**config.mk**
```make
export PLATFORM = sky130hd
export DESIGN_NAME = rtb_ctrl
export DESIGN_NICKNAME = d
export VERILOG_FILES = /design/src/design/rtb_pkg.sv /design/src/design/rtb_ctrl.sv
export SDC_FILE = /design/constraint.sdc
export NUM_CORES = 1
export LEC_CHECK = 0
export CAP_MARGIN = 15
export CORE_ASPECT_RATIO = 0.75
export CORE_MARGIN = 3
export CORE_UTILIZATION = 25
export CTS_CLUSTER_DIAMETER = 150
export DETAILED_ROUTE_END_ITERATION = 8
export DONT_BUFFER_PORTS = 1
export PLACE_DENSITY = 0.39
export SYNTH_ARGS = -nofsm -noshare
export SYNTH_HDL_FRONTEND = slang
export SYNTH_SLANG_ARGS = --single-unit
```
**constraint.sdc**
```tcl
create_clock -name clk -period 1.9 [get_ports clk]
set_input_delay 0.19 -clock clk [delete_from_list [all_inputs] [get_ports clk]]
set_output_delay 0.19 -clock clk [all_outputs]
set_load 0.05 [all_outputs]
```
**src/design/rtb_pkg.sv**
```systemverilog
`default_nettype none
package rtb_pkg;

  localparam int NUM_CITIES = 64;
  localparam int NUM_ROUTES = 8;
  localparam int COST_BITS  = 16;
  localparam int CITY_W     = 6;
  localparam int ROUTE_W    = 3;
  localparam int POS_W      = 7;
  localparam int SLOT_AW    = ROUTE_W + CITY_W;
  localparam int DIST_AW    = 2 * CITY_W;
  localparam int SPARE_W    = 24;

  localparam logic [1:0] CFG_CAPACITY = 2'd0;
  localparam logic [1:0] CFG_ROUTES   = 2'd1;
  localparam logic [1:0] CFG_PENALTY  = 2'd2;

  typedef enum logic [2:0] {
    REQ_WDIST  = 3'd0,
    REQ_WDEM   = 3'd1,
    REQ_INSERT = 3'd2,
    REQ_MOVE   = 3'd3,
    REQ_SWAP   = 3'd4,
    REQ_REMOVE = 3'd5,
    REQ_EVAL   = 3'd6,
    REQ_BAD    = 3'd7
  } req_t;

  typedef enum logic [4:0] {
    OP_NONE, OP_DECODE, OP_MAP_A, OP_MAP_B, OP_SH_RD, OP_SH_WR, OP_PLACE,
    OP_SW1, OP_SW2, OP_MAPRD, OP_RES_PLAIN, OP_RES_REJ, OP_RES_EDIT,
    OP_E_ROUTE, OP_E_TAB, OP_E_ACC, OP_E_RET, OP_E_LAST, OP_E_FIN
  } op_t;

  typedef enum logic [4:0] {
    S_IDLE, S_DECODE, S_MAP_A, S_MAP_B, S_SH_CHK, S_SH_RD, S_SH_WR, S_PLACE,
    S_SW1, S_SW2, S_MAPRD, S_RES_PLAIN, S_RES_REJ, S_RES_EDIT,
    S_E_ROUTE, S_E_TAB, S_E_ACC, S_E_RET, S_E_LAST, S_E_FIN
  } state_t;

  typedef struct packed {
    op_t  op;
    logic take;
  } rtb_cmd_t;

  typedef struct packed {
    req_t rq;
    logic reject;
    logic shift_go;
    logic shift_more;
    logic route_empty;
    logic city_more;
    logic route_last;
    logic out_free;
  } rtb_stat_t;

  function automatic logic [SPARE_W-1:0] sat_spare(input logic [SPARE_W-1:0] s,
                                                   input logic [17:0] d);
    logic [SPARE_W:0] t;
    t = {s[SPARE_W-1], s} + {{(SPARE_W-17){d[17]}}, d};
    if (t[SPARE_W] != t[SPARE_W-1]) begin
      return t[SPARE_W] ? {1'b1, {(SPARE_W-1){1'b0}}} : {1'b0, {(SPARE_W-1){1'b1}}};
    end
    return t[SPARE_W-1:0];
  endfunction

endpackage
`default_nettype wire

```
**src/design/rtb_ctrl.sv**
```systemverilog
`default_nettype none
module rtb_ctrl (
  input  logic               clk,
  input  logic               rst,
  input  logic               req_valid,
  output logic               req_ready,
  input  rtb_pkg::rtb_stat_t stat,
  output rtb_pkg::rtb_cmd_t  cmd
);
  import rtb_pkg::*;

  state_t state, state_next;

  always_ff @(posedge clk) begin
    if (rst) begin
      state <= S_IDLE;
    end else begin
      state <= state_next;
    end
  end

  always_comb begin
    state_next = state;
    req_ready  = 1'b0;
    cmd.take   = 1'b0;
    cmd.op     = OP_NONE;
    case (state)
      S_IDLE: begin
        req_ready = 1'b1;
        cmd.take  = req_valid;
        if (req_valid) state_next = S_DECODE;
      end
      S_DECODE: begin
        cmd.op = OP_DECODE;
        case (stat.rq)
          REQ_WDIST, REQ_WDEM: state_next = S_RES_PLAIN;
          REQ_INSERT: state_next = stat.reject ? S_MAPRD : S_SH_CHK;
          REQ_MOVE, REQ_SWAP, REQ_REMOVE: state_next = S_MAP_A;
          REQ_EVAL: state_next = S_E_ROUTE;
          default: state_next = S_RES_REJ;
        endcase
      end
      S_MAP_A: begin
        cmd.op = OP_MAP_A;
        if (stat.rq == REQ_SWAP) state_next = S_MAP_B;
        else if (stat.reject) state_next = S_MAPRD;
        else state_next = S_SH_CHK;
      end
      S_MAP_B: begin
        cmd.op     = OP_MAP_B;
        state_next = stat.reject ? S_MAPRD : S_SW1;
      end
      S_SW1: begin
        cmd.op     = OP_SW1;
        state_next = S_SW2;
      end
      S_SW2: begin
        cmd.op     = OP_SW2;
        state_next = S_MAPRD;
      end
      S_SH_CHK: begin
        if (stat.shift_go) state_next = S_SH_RD;
        else state_next = (stat.rq == REQ_REMOVE) ? S_MAPRD : S_PLACE;
      end
      S_SH_RD: begin
        cmd.op     = OP_SH_RD;
        state_next = S_SH_WR;
      end
      S_SH_WR: begin
        cmd.op = OP_SH_WR;
        if (!stat.shift_more) state_next = (stat.rq == REQ_REMOVE) ? S_MAPRD : S_PLACE;
      end
      S_PLACE: begin
        cmd.op     = OP_PLACE;
        state_next = S_MAPRD;
      end
      S_MAPRD: begin
        cmd.op     = OP_MAPRD;
        state_next = S_RES_EDIT;
      end
      S_RES_PLAIN: begin
        cmd.op = OP_RES_PLAIN;
        if (stat.out_free) state_next = S_IDLE;
      end
      S_RES_REJ: begin
        cmd.op = OP_RES_REJ;
        if (stat.out_free) state_next = S_IDLE;
      end
      S_RES_EDIT: begin
        cmd.op = OP_RES_EDIT;
        if (stat.out_free) state_next = S_IDLE;
      end
      S_E_ROUTE: begin
        cmd.op     = OP_E_ROUTE;
        state_next = stat.route_empty ? S_E_RET : S_E_TAB;
      end
      S_E_TAB: begin
        cmd.op     = OP_E_TAB;
        state_next = S_E_ACC;
      end
      S_E_ACC: begin
        cmd.op     = OP_E_ACC;
        state_next = stat.city_more ? S_E_TAB : S_E_RET;
      end
      S_E_RET: begin
        cmd.op     = OP_E_RET;
        state_next = S_E_LAST;
      end
      S_E_LAST: begin
        cmd.op     = OP_E_LAST;
        state_next = S_E_FIN;
      end
      S_E_FIN: begin
        cmd.op = OP_E_FIN;
        if (stat.out_free) state_next = stat.route_last ? S_IDLE : S_E_ROUTE;
      end
      default: state_next = S_IDLE;
    endcase
  end

endmodule
`default_nettype wire

```
==> results of run 1 <==
[final timing paths]
path,startpoint,end,slack (ns),depth (start not counted)
max,state[0],cmd[3],0.15,5
min,rst,state[4],0.03,1
max reg2reg,state[3],state[2],0.28,5
min reg2reg,state[1],state[1],0.64,2
[final cells by class]
class	instances	share of cell area (%)
Clock buffer	4	4.700
Multi-Input combinational cell	92	63.32
Sequential cell	5	10.84
Timing Repair Buffer	18	14.10
Tap cell	36	4.700
Inverter	6	2.350
[synth_stat cells (all sizes together) (2+ instances only)]
| cell type | number |
|---|---|
| o32ai | 3 |
| buf | 6 |
| nor2b | 3 |
| o211ai | 2 |
| nand3b | 2 |
| nand2b | 7 |
| nor2 | 7 |
| a211oi | 3 |
| a2111oi | 2 |
| nor4 | 3 |
| o31ai | 3 |
| o22ai | 2 |
| nor3 | 7 |
| a311oi | 2 |
| and3 | 2 |
| o21bai | 2 |
| o21ai | 6 |
| dfxtp | 5 |
| a21oi | 10 |
| or3 | 2 |
| nand2 | 9 |
| inv | 6 |
[per-stage QoR]
step           setup WS [ns]  util, %  area (um2)  TNS [ns]  hold WS, ns
6_report              0.1474    34.69       958.4         0      0.03218
5_1_grt              0.03381    34.69       958.4         0      0.03126
4_1_cts              0.03668    34.47       952.2         0      0.02575
3_5_place_dp          0.1538    32.65       902.1         0       0.2626
3_3_place_gp          0.1223    32.65       902.1         0       0.2626
2_1_floorplan        -0.1003        -       769.5   -0.1003       0.2591
[routing by layer]
| layer | share of wire [%] | GRT usage (%) | wire length (um) | up-vias |
|---|---|---|---|---|
| met3 | 8.3 | 4.664 | 205 | 0 |
| met2 | 42 | 22.88 | 1022 | 33 |
| met4 | 0 | 1.911 | 0 | 0 |
| li1 | - | - | - | 451 |
| met1 | 50 | 18.24 | 1234 | 405 |
| met5 | 0 | 0 | 0 | - |
[power by group]
part | switching [mW] | total [mW] | internal [mW]
registers | 0.107 | 0.255 | 0.148
clock network | 0.0527 | 0.197 | 0.144
logic | 0.751 | 1.24 | 0.487
total | 0.910 | 1.69 | 0.780
[kinds of logic after synthesis]
kind of cell           share of synthesized area (%)
AND/OR/NAND/NOR                                34.21
AO/OA/AOI/OAI                                  40.92
buffers and inverters                          9.164
flip-flops                                     13.09
XOR/XNOR                                       1.146
multiplexers                                   1.473
[placed cells by master, fill, tap and decap left out, types with 2 or more instances in the layout]
cell      Yosys  layout
buf_4         3      18
a21oi_1      10      10
nand2_1       9       9
nand2b_1      7       7
nor2_1        7       6
nor3_1        7       6
inv_1         5       5
o21ai_1       2       4
a211oi_1      3       3
nor2b_1       3       3
nor4_1        3       3
o32ai_1       3       3
clkbuf_8      0       3
dfxtp_2       0       3
o21ai_0       4       2
and3_1        2       2
o21bai_1      2       2
o211ai_1      2       2
or3_1         2       2
o31ai_1       3       2
a311oi_1      2       2
dfxtp_1       5       2
[critical path: cells and delay by family (launching register included)]
kind                   cells  cell delay, ns
flip-flops                 1            0.37
buffers and inverters      2            0.42
AO/OA/AOI/OAI              2            0.25
AND/OR/NAND/NOR            1            0.30
[repair_timing]
item | CTS | global route
hold buffers | 0 | 0
pin swaps | 0 | 0
resized for setup | 1 | 4
endpoints found under the hold margin | 0 | 0
gates cloned | 0 | 0
endpoints found under the setup margin | 2 | 5
==> reports/qor.txt, run 1 <==
Overflow after GRT: 0
antenna cells: 0
post-CTS setup buffers: 0
CTS tree: yes
part of the Yosys area used for sequential elements: 13.09%
1st-iter DRT viols: 31
DIE WIDTH: 69.86 um
Final Hold Vio Count: 0
mapped cell area: 764.5 um2
max FFs per register: 5
mean area per synthesized cell: 6.950 um2
CP Capture Type: output port
area taken by multi-input logic gates: 606.8 um2
yosys warns: 0
starting density of the core: 27.67%
die area: 3764 um2
syn_nets: 123
Initial DRT Pass Iterations: 4
Worst-Margin Slew: 0.5432 ns
max incr delay on CP: 0.37 ns
crit path time final: 1.753 ns
CP Max Fanout: 11
layout cell share with drive strength beyond 1: 25.60%
Critical Path RT: 1.71 ns
Yosys reg bits: 5
Synth Flop Type: dfxtp_1
Top reg by flops: state
initial antenna violation count: 0
area share of the largest cell type after synthesis: 13.09%
DP Cell Count: 157
setup violators final: 0
fin cells: 161
wire per inst: 15.29 um
Syn-to-layout area delta: 25.37%
Max Cap Violations: 0
Reg area: 103.9 um2
first-pass GRT wire length: 4153 um
period utilization: 92.24%
Port Buffer Count: 0
Total GRT Usage: 13.89%
slowest cell on the critical path: dfxtp_1
Post-synth EDFFs: 0
# fillers: 311
Clock Sinks: 5
vias in the first global route: 864
GP Congestion: 0.8028
CTS clk-pin slew, worst paths: 0.04 ns
Final nets: 139
total power: 1.690 mW
critical path class: reg2out
post-synth top area cell: dfxtp_1
clk_skew: 0.002663 ns
die height: 53.89 um
total number of vias: 889
IR drop worst, VDD: 580.2 uV
I/O pin cnt: 20
startpoint type of the worst setup path: register
crit path cell chain: buf_4 > nor3_2 > a21oi_1 > o21ai_1 > buf_4
Routed Wire Length: 2462 um
htree depth: 1
Static Leak: 0.3601 nW
Hold/Removal Path Class: in2reg
post-synth cell types: 45
Synth area leaders: dfxtp_1 (13%), a21oi_1 (6.5%), nand2b_1 (5.7%)
Syn Inst Count: 110
Num CTS Buffers: 3
Skew-Pair Late Insertion Delay: 0.22 ns
power density cells: 1763 nW/um2
Critical Path Most Common Cell: buf_4
Final ANT Viol Nets: 0
Pins Over Slew Limit: 0
Vias/cell: 5.522
final HPWL from detailed placement: 2011 um
num rows: 16
Slew headroom: 63.45%
DRC errors left: 0
status: finished, final reports clean
root buf cell: clkbuf_8
largest net degree at the start of global routing: 15
share of synthesized registers carrying an async set or reset: 0%
biggest regs: state (5)
RSZ-0062 raised after global routing: no
Peak Freq: 0.5706 GHz
clk buf depth: 2
Core ar.: 2763 um2
WP data arrival: 1.56 ns
Power figures use the tool's default switching activity.
==> inputs of run 2 (changes only) <==
CTS_BUF_LIST = sky130_fd_sc_hd__clkbuf_8   (was unset)
RECOVER_POWER = 25   (was unset)
==> run 2 against run 1 <==
Clock power down 3%. Sequential power about the same. Register-to-register slack worse by 0.13 ns. Worst setup slack worse by 0.0012 ns. Non-clock buffer count unchanged. Cell area down 0.91%. Hold slack about the same. Critical path type unchanged. Critical endpoint unchanged.
==> reports/qor.txt, run 2 (synthesized netlist as in run 1, its figures left out) <==
status: finished, final reports clean
Total GRT Usage: 13.89% (unchanged)
Syn-to-layout area delta: 24.22%
Hold/Removal Path Class: in2reg
Overflow after GRT: 0 (unchanged)
DIE WIDTH: 69.86 um (unchanged)
IR drop worst, VDD: 553.9 uV (-4.5%)
Port Buffer Count: 0 (unchanged)
Routed Wire Length: 2468 um (+0.24%)
most common cell after layout, fill and taps aside: buf_4
setup violators final: 0 (unchanged)
period utilization: 92.31% (about the same)
Clock Sinks: 5 (unchanged)
Reg2Reg Capture Point: state[2]
most frequent cells in the layout: buf_4 (17), a21oi_1 (10), nand2_1 (9)
GP Congestion: 0.8028 (unchanged)
wire per inst: 15.33 um (+0.24%)
CP startpoint: state[0]
CP Capture Type: output port
Static Leak: 0.3628 nW (+0.75%)
DRC errors left: 0 (unchanged)
startpoint type of the worst setup path: register
final HPWL from detailed placement: 2011 um (unchanged)
critical path class: reg2out
FF-to-FF Start: state[3]
met1 usage: 18.24% (unchanged)
Max Cap Violations: 0 (unchanged)
starting density of the core: 27.67% (unchanged)
Post-Place Worst Slack: 0.1538 ns (unchanged)
clk_skew: 0.002351 ns (-0.0003123 ns)
Top reg by flops: state
gr busiest metal: met2
crit path time final: 1.754 ns (+0.001175 ns)
CTS tree: yes
Peak Freq: 0.5702 GHz (about the same)
hold depth: 1 (unchanged)
Slew headroom: 63.39% (about the same)
1st-iter DRT viols: 34 (+9.7%)
worst hold slack: 0.03183 ns (-0.0003507 ns)
Worst-Margin Slew: 0.5442 ns (+0.0009251 ns)
initial antenna violation count: 0 (unchanged)
Critical Path RT: 1.71 ns (about the same)
Num CTS Buffers: 3 (unchanged)
fin cells: 161 (unchanged)
DP Cell Count: 157 (unchanged)
RSZ-0062 raised after global routing: no
post-CTS setup buffers: 0 (unchanged)
M3 GR Usage: 4.664% (unchanged)
I/O pin cnt: 20 (unchanged)
num rows: 16 (unchanged)
Final nets: 139 (unchanged)
Final Hold Vio Count: 0 (unchanged)
total number of vias: 896 (+0.79%)
die height: 53.89 um (unchanged)
Pins Over Slew Limit: 0 (unchanged)
CP endpoint: cmd[3]
first-pass GRT wire length: 4153 um (unchanged)
largest net degree at the start of global routing: 15 (unchanged)
Worst R2R Setup Slack: 0.15 ns (-0.13 ns)
met2 track demand over resource: 22.88% (unchanged)
power density cells: 1771 nW/um2 (+0.45%)
antenna cells: 0 (unchanged)
vias in the first global route: 864 (unchanged)
total power: 1.682 mW (-0.47%)
final setup margin: 0.1462 ns (-0.001175 ns)
CTS clk-pin slew, worst paths: 0.04 ns (about the same)
layout cell share with drive strength beyond 1: 24.80% (-0.80 points)
Initial DRT Pass Iterations: 4 (unchanged)
root buf cell: clkbuf_8
die area: 3764 um2 (unchanged)
Vias/cell: 5.565 (+0.79%)
CP Max Fanout: 11 (unchanged)
clk buf depth: 2 (unchanged)
Final ANT Viol Nets: 0 (unchanged)
final core occ: 34.38% (-0.32 points)
WP data arrival: 1.56 ns (about the same)
reg2reg path depth: 5 (unchanged)
Core ar.: 2763 um2 (unchanged)
htree depth: 1 (unchanged)
Skew-Pair Late Insertion Delay: 0.22 ns (about the same)
max FFs per register: 5 (unchanged)
biggest regs: state (5)
-- run 2: changes by cell type in the layout (fill, tap and decap cells not counted) --
cell and delta:
inv_1 +1, clkbuf_1 -1, clkbuf_2 +1, o22ai_1 +1
buf_4 -1, o22ai_2 -1
-- run 2: metal layers --
layer | vias to the layer above | wire, um | part of all wire, %
met5 | - | 0 | 0
met4 | 0 | 0 | 0
met3 | 0 | 226 | 9.2
met2 | 34 | 1028 | 42
met1 | 409 | 1213 | 49
li1 | 453 | - | -
-- run 2: repair_timing --
action,CTS,global route
gates resized for setup,1,4
hold buffers,0,0
setup endpoints to repair,2,5
-- run 2: report_power, final --
part / internal [mW] / switching (mW) / total (mW)
logic: 0.487 / 0.748 / 1.24
clock network: 0.139 / 0.0535 / 0.192
registers: 0.148 / 0.106 / 0.254
total: 0.774 / 0.908 / 1.68
-- run 2: metrics by stage --
step | area [um2] | setup TNS (ns)
floorplan | 769.5 | -0.1003
global placement | 902.1 | 0
detailed placement | 902.1 | 0
CTS | 952.2 | 0
global route | 949.7 | 0
finish | 949.7 | 0
-- run 2: how the worst min path moves through the flow --
| stage | start | to | slack, ns |
|---|---|---|---|
| floorplan | rst | state[4] | 0.26 |
| global placement | rst | state[4] | 0.26 |
| detailed placement | rst | state[4] | 0.26 |
| CTS | rst | state[4] | 0.03 |
| global route | rst | state[0] | 0.03 |
| finish | rst | state[4] | 0.03 |
-- run 2: cell type report --
| class | instances | area, um2 |
|---|---|---|
| timing repair buffer | 18 | 132.6 |
| inverter | 6 | 22.52 |
| tap | 36 | 45.04 |
| clock buffer | 3 | 41.29 |
| fill | 314 | 1813 |
| clock inverter | 1 | 3.754 |
| multi-input combinational | 92 | 600.6 |
| sequential | 5 | 103.9 |
-- run 2: critical path: stages (launching register included) --
cell,delay [ns]
dfxtp_1,0.37
buf_4,0.21
nor3_2,0.30
a21oi_1,0.12
o21ai_1,0.13
buf_4,0.21
